`config.mk`:
```
export PLATFORM = sky130hd
export DESIGN_NAME = spimr_fifo
export DESIGN_NICKNAME = d
export VERILOG_FILES = /design/src/hdl/spimr_pkg.sv /design/src/hdl/spimr_fifo.sv
export SDC_FILE = /design/constraint.sdc
export NUM_CORES = 1
export LEC_CHECK = 0
export BUFFER_PORTS_ARGS = -buffer_cell sky130_fd_sc_hd__buf_2
export CAP_MARGIN = 20
export CORE_MARGIN = 10
export CORE_UTILIZATION = 56
export CTS_BUF_LIST = sky130_fd_sc_hd__clkbuf_16
export DETAILED_ROUTE_END_ITERATION = 12
export HOLD_SLACK_MARGIN = 0.12
export PLACE_DENSITY = 0.92
export REMOVE_ABC_BUFFERS = 1
export SYNTH_ARGS = -nofsm -noshare
export SYNTH_HDL_FRONTEND = slang
export SYNTH_SLANG_ARGS = --single-unit
```
`constraint.sdc`:
```
create_clock -name clk_i -period 3.3 [get_ports clk_i]
set_input_delay 0.66 -clock clk_i [delete_from_list [all_inputs] [get_ports clk_i]]
set_output_delay 0.66 -clock clk_i [all_outputs]
set_load 0.05 [all_outputs]
```
`src/hdl/spimr_pkg.sv`:
```
// Shared types and constants for the SPI master register block.
package spimr_pkg;

  // Bus command codes
  localparam logic [1:0] CMD_READ  = 2'd0;
  localparam logic [1:0] CMD_WRITE = 2'd1;
  localparam logic [1:0] CMD_LOAD  = 2'd2;

  // Register indexes
  localparam logic [1:0] REG_LOW  = 2'd0;
  localparam logic [1:0] REG_HIGH = 2'd1;
  localparam logic [1:0] REG_CTRL = 2'd2;

  // Control register bit positions
  localparam int unsigned CTRL_START   = 0;
  localparam int unsigned CTRL_DESEL   = 1;
  localparam int unsigned CTRL_SEL_LSB = 4;

  // Slave select codes
  localparam logic [1:0] SLAVE_ROM  = 2'd0;
  localparam logic [1:0] SLAVE_GPIO = 2'd1;

  // Queue between front and back
  localparam int unsigned QUEUE_DEPTH = 2;
  localparam int unsigned QPTR_W      = $clog2(QUEUE_DEPTH);
  localparam int unsigned QCNT_W      = $clog2(QUEUE_DEPTH + 1);

  typedef enum logic [1:0] {
    OP_READ,
    OP_WRITE,
    OP_LOAD,
    OP_NOP
  } op_kind_e;

  // ROM slave address sequencer
  typedef enum logic [1:0] {
    ROM_ADDR_HI,
    ROM_ADDR_LO,
    ROM_DATA
  } rom_phase_e;

  typedef struct packed {
    logic [1:0]  cmd;
    logic [1:0]  reg_index;
    logic [7:0]  write_byte;
    logic [15:0] load_address;
    logic [7:0]  gpio_in;
  } spi_req_t;

  typedef struct packed {
    logic [7:0] read_byte;
    logic       gpio_strobe;
    logic [7:0] gpio_out;
  } spi_rsp_t;

  typedef struct packed {
    op_kind_e    kind;
    logic [1:0]  reg_index;
    logic [7:0]  write_byte;
    logic [15:0] load_address;
    logic [7:0]  gpio_in;
  } op_t;

  typedef struct packed {
    logic full;
    logic valid;
  } queue_stat_t;

endpackage

```
`src/hdl/spimr_fifo.sv`:
```
// Short request queue between the front and the back.
module spimr_fifo (
  input  logic                   clk_i,
  input  logic                   rst_ni,
  input  logic                   push_i,
  input  spimr_pkg::op_t         op_i,
  input  logic                   pop_i,
  output spimr_pkg::op_t         op_o,
  output spimr_pkg::queue_stat_t stat_o
);
  import spimr_pkg::*;

  op_t                entry_q [QUEUE_DEPTH];
  logic [QPTR_W-1:0]  wr_ptr_q, wr_ptr_d;
  logic [QPTR_W-1:0]  rd_ptr_q, rd_ptr_d;
  logic [QCNT_W-1:0]  count_q, count_d;

  // Depth is a power of two, so the pointers wrap on their own.
  always_comb begin
    wr_ptr_d = wr_ptr_q + (QPTR_W)'(push_i);
    rd_ptr_d = rd_ptr_q + (QPTR_W)'(pop_i);
    count_d  = count_q + (QCNT_W)'(push_i) - (QCNT_W)'(pop_i);
  end

  always_ff @(posedge clk_i or negedge rst_ni) begin
    if (!rst_ni) begin
      wr_ptr_q <= '0;
      rd_ptr_q <= '0;
      count_q  <= '0;
    end else begin
      wr_ptr_q <= wr_ptr_d;
      rd_ptr_q <= rd_ptr_d;
      count_q  <= count_d;
    end
  end

  always_ff @(posedge clk_i) begin
    if (push_i) begin
      entry_q[wr_ptr_q] <= op_i;
    end
  end

  assign op_o         = entry_q[rd_ptr_q];
  assign stat_o.valid = (count_q != '0);
  assign stat_o.full  = (count_q == (QCNT_W)'(QUEUE_DEPTH));

endmodule

```
### After elaboration in Yosys (flattened, before gate mapping)

Memories as Yosys holds them, arrays and structs flattened.
Index checks and enable logic that the tools add are counted.

| operators by class | value |
|---|---|
| add/subtract/negate cells | 4 |
| equal/unequal tests | 1 |
| mux-type cells | 2 |
| reductions and logical operators | 1 |

Operators by type and width:

| operator | number |
|---|---|
| 1-bit adder | 2 |
| 2-bit by 1-bit adder with 2-bit output | 1 |
| 2-bit == test, second input constant | 1 |
| 1-bit 2-to-1 mux | 2 |
| 2-bit nonzero test | 1 |
| 2-bit by 1-bit subtractor with 2-bit output | 1 |

| word-level totals | value |
|---|---|
| flip-flop bits (word level) | 4 |
| memory bits (writable) | 72 |
| input bits | 40 |
| output and inout bits | 38 |
| logic and storage cells | 12 |
| memories | 1 |

Memories:

| name | depth | width | rd ports | clocked after Yosys merged registers in | write ports | RTL line | text |
|---|---|---|---|---|---|---|---|
| entry_q | 2 | 36 | 1 | 0 | 1 | spimr_fifo.sv:13 | `op_t entry_q [QUEUE_DEPTH];` |

### Longest topological paths before layout

Gate-level depths: netlist (run 1).

| depth | value |
|---|---|
| word-level depth | 2 |
| gate-level depth with buffers | 5 |
| depth with buffers taken out | 5 |

### Worst setup path after synthesis (run 1)

OpenSTA, ideal clock, no wires.

| timing | value |
|---|---|
| path type | input -> register |
| start | in push_i |
| end | mem entry_q[0][0] in the netlist's numbering (enable) |
| data arrival time | 1.580 ns |
| setup slack | 1.323 ns |
| stages | 1 |
| path buffers | 0 |
| cell sequence | ha_1 |

| on the way | value |
|---|---|
| word-level cells in the longest chain between the ends | 2 |

RTL lines:

| item | RTL line | text |
|---|---|---|
| start: declaration | spimr_fifo.sv:5 | `input logic push_i,` |
| 1-bit 2-to-1 mux | spimr_fifo.sv:38 | `if (push_i) begin` |
| 1-bit 2-to-1 mux (implied by the code) | spimr_fifo.sv:39 | `entry_q[wr_ptr_q] <= op_i;` |
| end: declaration | spimr_fifo.sv:13 |  |

No other way between the ends.

==> results of run 1 <==
synth_stat cells:
cell type	n	area, µm²
edfxtp_1	72	2160
mux2_4	29	435
mux2_2	7	78.8
dfrtp_1	4	100
ha_1	4	50.1
inv_1	4	15.0
buf_12	3	60.1
buf_6	1	11.3
nor2b_1	1	6.26
or2_2	1	6.26
xor2_1	1	8.76
xor3_1	1	23.8
stage by stage:
step	hold slack [ns]	area, µm²	util (%)	worst slack (ns)
final	0.138	3620	70.9	0.610
after floorplan	0.364	2890	-	0.693
after global routing	0.130	3620	70.9	0.517
after detailed placement	0.472	3370	66.0	0.921
after global placement	0.473	3370	66.0	0.948
after CTS	0.128	3620	70.9	0.577
worst max-delay path: stages (launching register included):
cell	delay (ns)
dfrtp_2	0.63
buf_4	0.46
mux2_2	0.39
buf_2	0.21
logic make-up (layout without fill, tap and decap cells):
kind of cell / count (synthesis) / after routing / synth area share [%]
flops: 76 / 76 / 76.5
mux: 36 / 36 / 17.4
buf+inv: 8 / 96 / 2.92
fa+ha+maj: 4 / 4 / 1.69
xor+xnor: 2 / 2 / 1.10
simple gates: 2 / 2 / 0.423
cell type report:
| type | count | area [µm²] |
|---|---|---|
| inverters | 4 | 15.0 |
| flip-flops and latches | 76 | 2260 |
| clock buffers | 9 | 225 |
| multi-input cells | 44 | 614 |
| repair buffers | 78 | 393 |
| well taps | 70 | 87.6 |
| clock inverters | 5 | 23.8 |
| fillers | 344 | 1490 |
flip-flops by register name, indices dropped and copies added, names as in the netlist:
register  count
wr_ptr_q      1
entry_q      72
count_q       2
rd_ptr_q      1
worst max-delay path by stage:
stage               endpoint  slack (ns)  depth (start not counted)
finish              op_o[34]        0.61                          3
detailed placement  op_o[33]        0.92                          3
floorplan            op_o[0]        0.69                          1
global placement     op_o[0]        0.95                          3
CTS                 op_o[33]        0.58                          3
global route        op_o[33]        0.52                          3
metal layers:
| metal | share of wire, % | wire [µm] | vias to the layer above | GRT usage, % |
|---|---|---|---|---|
| li1 | - | - | 666 | - |
| met1 | 39 | 2140 | 728 | 13.4 |
| met2 | 52 | 2880 | 51 | 21.6 |
| met3 | 7.6 | 422 | 9 | 4.92 |
| met4 | 1.7 | 94 | 0 | 7.33 |
| met5 | 0 | 0 | - | 0 |
power breakdown:
part | internal, mW | switching (mW)
Sequential | 1.29 | 0.0966
Combinational | 0.498 | 1.05
Clock | 0.490 | 0.332
Total | 2.28 | 1.48
==> impl_metrics.json, run 1 <==
{
  "gp_routability_congestion": 0.697,
  "finalHoldViolations": 0,
  "grt_use_total_pct": 12.8,
  "postRouteWirelength_mm": 5.53,
  "rsz0062_at_grt": "false",
  "core_region_area_um2": 5110,
  "ff2ff_path_depth": 2,
  "tritoncts": "done",
  "dp_hpwl_mm": 3.81,
  "final_cell_count_no_fill": 286,
  "worstSetupStartpointType": "register",
  "path_max_fanout": 24,
  "number_of_antenna_repair_diodes": 0,
  "share_of_cells_above_drive_strength_1_pct": 59.7,
  "fin_setup_tns_ns": 0,
  "vdd_drop_max_uv": 616,
  "max-cap-violations": 0,
  "most-common-layout-cells": "buf_2 (77), edfxtp_1 (72), mux2_4 (29)",
  "postSynthRegisterBits": 76,
  "yosysWarningCount": 0,
  "finalCritPeriodShare_pct": 81.5,
  "total_power_mw": 3.76,
  "routedWlPerCell_um": 19.3,
  "clock-skew-final_ns": 0.00205,
  "synth_area_um2": 2960,
  "die_w_um": 92.7,
  "cts_setup_buffers": 0,
  "worstSetupStartpoint": "rd_ptr_q",
  "tightest_slew_ns": 0.902,
  "grt_pass1_vias": 1627,
  "finalSetupViolations": 0,
  "core.rowCount": 26,
  "fmax_mhz": 372,
  "hold_fix_buffers_at_cts": 0,
  "clk_path_buf_depth": 2,
  "die_h_um": 92.7,
  "vias": 1454,
  "start_util_pct": 57.9,
  "clock_buffer_count_from_cts": 9,
  "timing_max_transition_violations_final": 0,
  "final_nets": 257,
  "syn_avg_cell_area_um2": 23.1,
  "portBuffers": 77,
  "layout.cells.most_common": "buf_2",
  "maximum_number_of_pins_on_one_net_before_global_route_repair": 37,
  "clkSlewWorstSetupHoldPaths_ns": 0.05,
  "global_route_wire_length_before_repair_mm": 8.34,
  "regToRegEndpoint": "entry_q[0][32]",
  "clk-insertion-delay-late_ns": 0.32,
  "io_pins": 78,
  "postRouteAntennaNets": 0,
  "route.detailed.vias_per_inst": 5.08,
  "leakage_nw": 1.50,
  "number_of_instances_in_the_synthesized_netlist": 128,
  "worst_slew_margin_rel_pct": 39.9,
  "drt-pass1-iter-count": 4,
  "fp.dieArea_um2": 8590,
  "htree_num_levels": 3,
  "area_delta_synth_final_pct": 22.5,
  "timing.final.crit_period_ns": 2.69,
  "timing.hold.worst.class": "primary input to async pin",
  "run_status": "finished clean",
  "timing.critical_path.arrival_ns": 2.03,
  "powerDensity_nw_per_um2": 1040,
  "flop2flop_setup_slack_ns": 1.68,
  "worst-setup-path-type": "register to primary output",
  "critical_path_required_ns": 2.64,
  "critical_path.endpoint_type": "primary output",
  "place.detailed.instances": 272,
  "crit-reg2reg-launch": "wr_ptr_q",
  "cts_sinks": 76,
  "post_cts.resized_instances": 0,
  "drcViolationCount": 0,
  "clk_root_buffer_cell": "clkbuf_16",
  "grt_antenna_before_repair": 0,
  "drt-initial-drc-count": 96,
  "synth_seq_area_share_pct": 76.5,
  "globalRoute.totalOverflow": 0,
  "netlist-cell-type-count": 12
}
Power figures use the tool's default switching activity.
==> inputs of run 2 (changes only) <==
--- a/config.mk
+++ b/config.mk
@@ -8,11 +8,11 @@
 export BUFFER_PORTS_ARGS = -buffer_cell sky130_fd_sc_hd__buf_2
 export CAP_MARGIN = 20
 export CORE_MARGIN = 10
-export CORE_UTILIZATION = 56
+export CORE_UTILIZATION = 52
 export CTS_BUF_LIST = sky130_fd_sc_hd__clkbuf_16
 export DETAILED_ROUTE_END_ITERATION = 12
 export HOLD_SLACK_MARGIN = 0.12
-export PLACE_DENSITY = 0.92
+export PLACE_DENSITY = 0.87
 export REMOVE_ABC_BUFFERS = 1
 export SYNTH_ARGS = -nofsm -noshare
 export SYNTH_HDL_FRONTEND = slang
==> constraint.sdc (replaced) <==
create_clock -name clk_i -period 2.7 [get_ports clk_i]
set_input_delay 0.54 -clock clk_i [delete_from_list [all_inputs] [get_ports clk_i]]
set_output_delay 0.54 -clock clk_i [all_outputs]
set_load 0.05 [all_outputs]
==> impl_metrics.json, run 2 (synthesized netlist as in run 1, its figures left out) <==
{
  "run_status": "finished clean",
  "postRouteAntennaNets": 0,
  "biggestRegsByFlops": "entry_q (72), count_q (2)",
  "dp_hpwl_mm": 3.82,
  "final.hold.worst_slack_ns": 0.408,
  "postRouteWirelength_mm": 5.42,
  "clkSlewWorstSetupHoldPaths_ns": 0.05,
  "htree_num_levels": 3,
  "most-common-layout-cells": "buf_2 (77), edfxtp_1 (72), mux2_4 (29)",
  "vdd_drop_max_uv": 822,
  "path_max_fanout": 29,
  "drt-pass1-iter-count": 4,
  "timing.critical_path.cells": "buf_12, mux2_2, buf_2",
  "utilization_pct": 67.1,
  "tritoncts": "done",
  "post_cts.resized_instances": 0,
  "route.detailed.vias_per_inst": 4.96,
  "worst_slack_ns": 0.443,
  "clk-insertion-delay-late_ns": 0.32,
  "drt-initial-drc-count": 65,
  "clock_buffer_count_from_cts": 9,
  "vias": 1452,
  "clk_root_buffer_cell": "clkbuf_16",
  "core.rowCount": 27,
  "layout.cells.most_common": "buf_2",
  "maximum_number_of_pins_on_one_net_before_global_route_repair": 37,
  "globalRoute.totalOverflow": 0,
  "timing_max_transition_violations_final": 0,
  "timing.hold.worst.class": "primary input to register",
  "worst_path_dominant_cell_family": "flip-flops",
  "critPathBufInv": 2,
  "worst-setup-path-type": "register to primary output",
  "finalCritPeriodShare_pct": 83.6,
  "total_power_mw": 4.71,
  "grt_antenna_before_repair": 0,
  "final_nets": 260,
  "tightest_slew_ns": 0.489,
  "fp.dieArea_um2": 9100,
  "share_of_cells_above_drive_strength_1_pct": 59.7,
  "largest_register_ffs": 72,
  "io_pins": 78,
  "fin_setup_tns_ns": 0,
  "place_ws_ns": 0.775,
  "worstSetupStartpointType": "register",
  "timing.critical_path.arrival_ns": 1.72,
  "flop2flop_setup_slack_ns": 1.31,
  "core_region_area_um2": 5510,
  "start_util_pct": 53.7,
  "finalSetupViolations": 0,
  "grt_use_total_pct": 12.2,
  "cp_slowest_cell": "dfrtp_2",
  "grt_pass1_vias": 1548,
  "regToRegEndpoint": "entry_q[0][35]",
  "cts_sinks": 76,
  "max-cap-violations": 0,
  "critical_path_required_ns": 2.16,
  "portBuffers": 77,
  "routedWlPerCell_um": 18.5,
  "leakage_nw": 1.52,
  "holdPathEnd": "entry_q[0][8]",
  "clock-skew-final_ns": 0.00495,
  "slowest_delay_ns": 0.54,
  "gp_routability_congestion": 0.779,
  "rsz0062_at_grt": "false",
  "die_h_um": 95.4,
  "global_route_wire_length_before_repair_mm": 8.27,
  "worst_slew_margin_rel_pct": 67.4,
  "ff2ff_path_depth": 3,
  "area_delta_synth_final_pct": 25.0,
  "critical_path.endpoint_type": "primary output",
  "drcViolationCount": 0,
  "clk_path_buf_depth": 2,
  "fillerInstances": 396,
  "hold-path-cell-count": 1,
  "number_of_antenna_repair_diodes": 0,
  "powerDensity_nw_per_um2": 1270,
  "die_w_um": 95.4,
  "top_register": "entry_q",
  "min-delay-start": "op_i[8]",
  "fmax_mhz": 443,
  "crit-reg2reg-launch": "wr_ptr_q",
  "timing.final.crit_period_ns": 2.26,
  "finalHoldViolations": 0
}
==> run 2: changes by cell type in the layout (fill, tap and decap cells not counted), sizes merged <==
cell,previous run,this run
clkinv,2,5
buf,78,80
inv,6,4
bufinv,0,1
dlygate4sd3,0,1
==> run 2: how the worst max path moves through the flow <==
| stage | startpoint | endpoint | slack (ns) | depth (start not counted) |
|---|---|---|---|---|
| 2_1_floorplan | rd_ptr_q | op_o[0] | 0.21 | 1 |
| 3_3_place_gp | rd_ptr_q | op_o[33] | 0.79 | 3 |
| 3_5_place_dp | rd_ptr_q | op_o[32] | 0.78 | 3 |
| 4_1_cts | rd_ptr_q | op_o[32] | 0.43 | 3 |
| 5_1_grt | rd_ptr_q | op_o[32] | 0.37 | 3 |
| 6_report | rd_ptr_q | op_o[31] | 0.44 | 3 |
==> run 2: what timing repair did <==
action	in CTS	in global routing
setup buffers	0	0
hold buffers	1	0
endpoints found under the hold margin	4	0
==> run 2: area by class of cell <==
class                      count  area (µm²)  share of cell area, %
clock buffer                   9         225                   6.09
clock inverter                 7        57.6                   1.56
inverter                       4        15.0                  0.406
multi-input combinational     44         614                   16.6
sequential                    76        2260                   61.2
tap                           72        90.1                   2.44
timing repair buffer          81         430                   11.6
==> run 2: metal layers <==
layer  track usage, %  routed length [µm]  up-vias
li1                 -                   -      675
met5                0                   0        -
met3             3.61                 390        9
met2             21.5                2880       50
met4             7.37                  95        0
met1             12.6                2060      718
==> run 2: stage by stage <==
step                cells  instance area, µm²
global placement      276                3400
finish                293                3700
CTS                   293                3700
floorplan             124                2890
detailed placement    276                3400
global route          293                3700
==> run 2: where the power goes <==
group	total (mW)	switching, mW	internal [mW]
Combinational	1.92	1.30	0.627
Sequential	1.68	0.101	1.57
Clock	1.11	0.408	0.700
==> inputs of run 3 (changes only) <==
--- a/config.mk
+++ b/config.mk
@@ -8,11 +8,11 @@
 export BUFFER_PORTS_ARGS = -buffer_cell sky130_fd_sc_hd__buf_2
 export CAP_MARGIN = 20
 export CORE_MARGIN = 10
-export CORE_UTILIZATION = 52
+export CORE_UTILIZATION = 47
 export CTS_BUF_LIST = sky130_fd_sc_hd__clkbuf_16
 export DETAILED_ROUTE_END_ITERATION = 12
 export HOLD_SLACK_MARGIN = 0.12
-export PLACE_DENSITY = 0.87
+export PLACE_DENSITY = 0.83
 export REMOVE_ABC_BUFFERS = 1
 export SYNTH_ARGS = -nofsm -noshare
 export SYNTH_HDL_FRONTEND = slang
==> constraint.sdc (replaced) <==
create_clock -name clk_i -period 2 [get_ports clk_i]
set_input_delay 0.4 -clock clk_i [delete_from_list [all_inputs] [get_ports clk_i]]
set_output_delay 0.4 -clock clk_i [all_outputs]
set_load 0.05 [all_outputs]
==> impl_metrics.json, run 3 (synthesized netlist as in run 1, its figures left out) <==
{
  "dr.max_layer_used": "met4",
  "start_util_pct": 49.1,
  "drt-pass1-iter-count": 4,
  "path_max_fanout": 18,
  "io_pins": 78,
  "max-cap-violations": 0,
  "fillerInstances": 441,
  "met2_wirelength_mm": 2.45,
  "tritoncts": "done",
  "layout.cell_area.non_filler_um2": 3770,
  "place.detailed.instances": 281,
  "multi_input_area_um2": 614,
  "critical_path.endpoint_type": "primary output",
  "post_cts.resized_instances": 0,
  "timing.hold.worst.class": "primary input to register",
  "final_cell_count_no_fill": 299,
  "die_h_um": 99.3,
  "globalRoute.totalOverflow": 0,
  "timing_max_transition_violations_final": 0,
  "clk_root_buffer_cell": "clkbuf_16",
  "fp.dieArea_um2": 9870,
  "tightest_slew_ns": 0.302,
  "cts_setup_buffers": 0,
  "run_status": "finished clean",
  "grt_use_total_pct": 10.6,
  "share_of_cells_above_drive_strength_1_pct": 61.2,
  "number_of_antenna_repair_diodes": 0,
  "layout.cells.most_common": "buf_2",
  "drt-initial-drc-count": 35,
  "vias": 1469,
  "finalCritPeriodShare_pct": 96.1,
  "critical_path_required_ns": 1.60,
  "route.detailed.vias_per_inst": 4.91,
  "maximum_number_of_pins_on_one_net_before_global_route_repair": 38,
  "m1WireLength_mm": 2.27,
  "worst_slew_margin_rel_pct": 79.9,
  "worstSetupStartpointType": "register",
  "area_delta_synth_final_pct": 27.6,
  "core_region_area_um2": 6030,
  "vdd_drop_max_uv": 1040,
  "clock_buffer_count_from_cts": 9,
  "layout.area.seq_um2": 2260,
  "largest_register_ffs": 72,
  "biggestRegsByFlops": "entry_q (72), count_q (2)",
  "drcViolationCount": 0,
  "clk-insertion-delay-late_ns": 0.32,
  "fmax_mhz": 520,
  "clock-skew-final_ns": 0.00511,
  "final_nets": 263,
  "grt_pass1_vias": 1630,
  "worst-setup-path-type": "register to primary output",
  "global_route_wire_length_before_repair_mm": 8.11,
  "timing.final.crit_period_ns": 1.92,
  "finalSetupViolations": 0,
  "top_register": "entry_q",
  "core.rowCount": 28,
  "gp_routability_congestion": 0.669,
  "cts_sinks": 76,
  "rsz0062_at_grt": "false",
  "htree_num_levels": 3,
  "routedWlPerCell_um": 17.8,
  "grt_antenna_before_repair": 1,
  "powerDensity_nw_per_um2": 1750,
  "postRouteAntennaNets": 0,
  "detailroute.wirelength.met3_um": 548,
  "most-common-layout-cells": "buf_2 (77), edfxtp_1 (72), mux2_4 (29)",
  "finalHoldViolations": 0,
  "portBuffers": 77,
  "timing.critical_path.arrival_ns": 1.52,
  "die_w_um": 99.3,
  "postRouteWirelength_mm": 5.32,
  "leakage_nw": 1.56,
  "clkSlewWorstSetupHoldPaths_ns": 0.06,
  "placed_area_um2": 3420,
  "clk_path_buf_depth": 2
}
-- run 3: critical path, cell delays in order, from the launching register on --
cell and delay [ns]:
dfrtp_2 0.45, clkbuf_16 0.22, mux2_4 0.32, buf_2 0.21
-- run 3: path summary, 6_finish.rpt --
path | from | to | slack, ns | cells after the start
setup / recovery | rd_ptr_q | op_o[24] | 0.08 | 3
setup reg to reg | wr_ptr_q | entry_q[0][31] | 0.75 | 3
hold reg to reg | count_q[1] | count_q[1] | 0.62 | 1
max in group asynchronous | rst_ni | rd_ptr_q | 1.45 | 2
min in group asynchronous | rst_ni | count_q[1] | 0.42 | 2
hold / removal | op_i[0] | entry_q[0][0] | 0.26 | 1
-- run 3: metrics by stage --
stage | power, mW | utilization [%] | worst slack, ns | hold WS, ns | TNS [ns]
2_1_floorplan | 4.38 | - | -0.347 | 0.104 | -9.43
3_3_place_gp | 4.90 | 56.8 | 0.389 | 0.211 | 0
3_5_place_dp | 4.95 | 56.8 | 0.372 | 0.211 | 0
4_1_cts | 6.61 | 62.2 | 0.0190 | 0.255 | 0
5_1_grt | 6.88 | 62.6 | 0.0318 | 0.254 | 0
6_report | 6.60 | 62.6 | 0.0782 | 0.262 | 0
-- run 3: area by class of cell --
cell class | count | share of cell area [%]
Clock buffer | 9 | 5.97
Clock inverter | 7 | 2.45
Inverter | 4 | 0.398
Multi-Input combinational cell | 44 | 16.3
Sequential cell | 76 | 60.0
Tap cell | 75 | 2.49
Timing Repair Buffer | 84 | 12.5
-- run 3: report_power, final --
part           internal [mW]  switching [mW]  total [mW]
logic                  0.909            1.82        2.72
registers               2.12           0.105        2.23
clock network           1.09           0.566        1.65
total                   4.12            2.49        6.60
-- run 3: metal layers --
metal	up-vias	GRT usage (%)
met5	-	0
met4	0	4.63
met3	8	5.67
met2	65	16.4
met1	712	11.8
li1	684	-
-- run 3: repair_timing --
| action | CTS | global route |
|---|---|---|
| setup endpoints to repair | 0 | 7 |
| hold buffers | 1 | 0 |
| endpoints found under the hold margin | 4 | 0 |
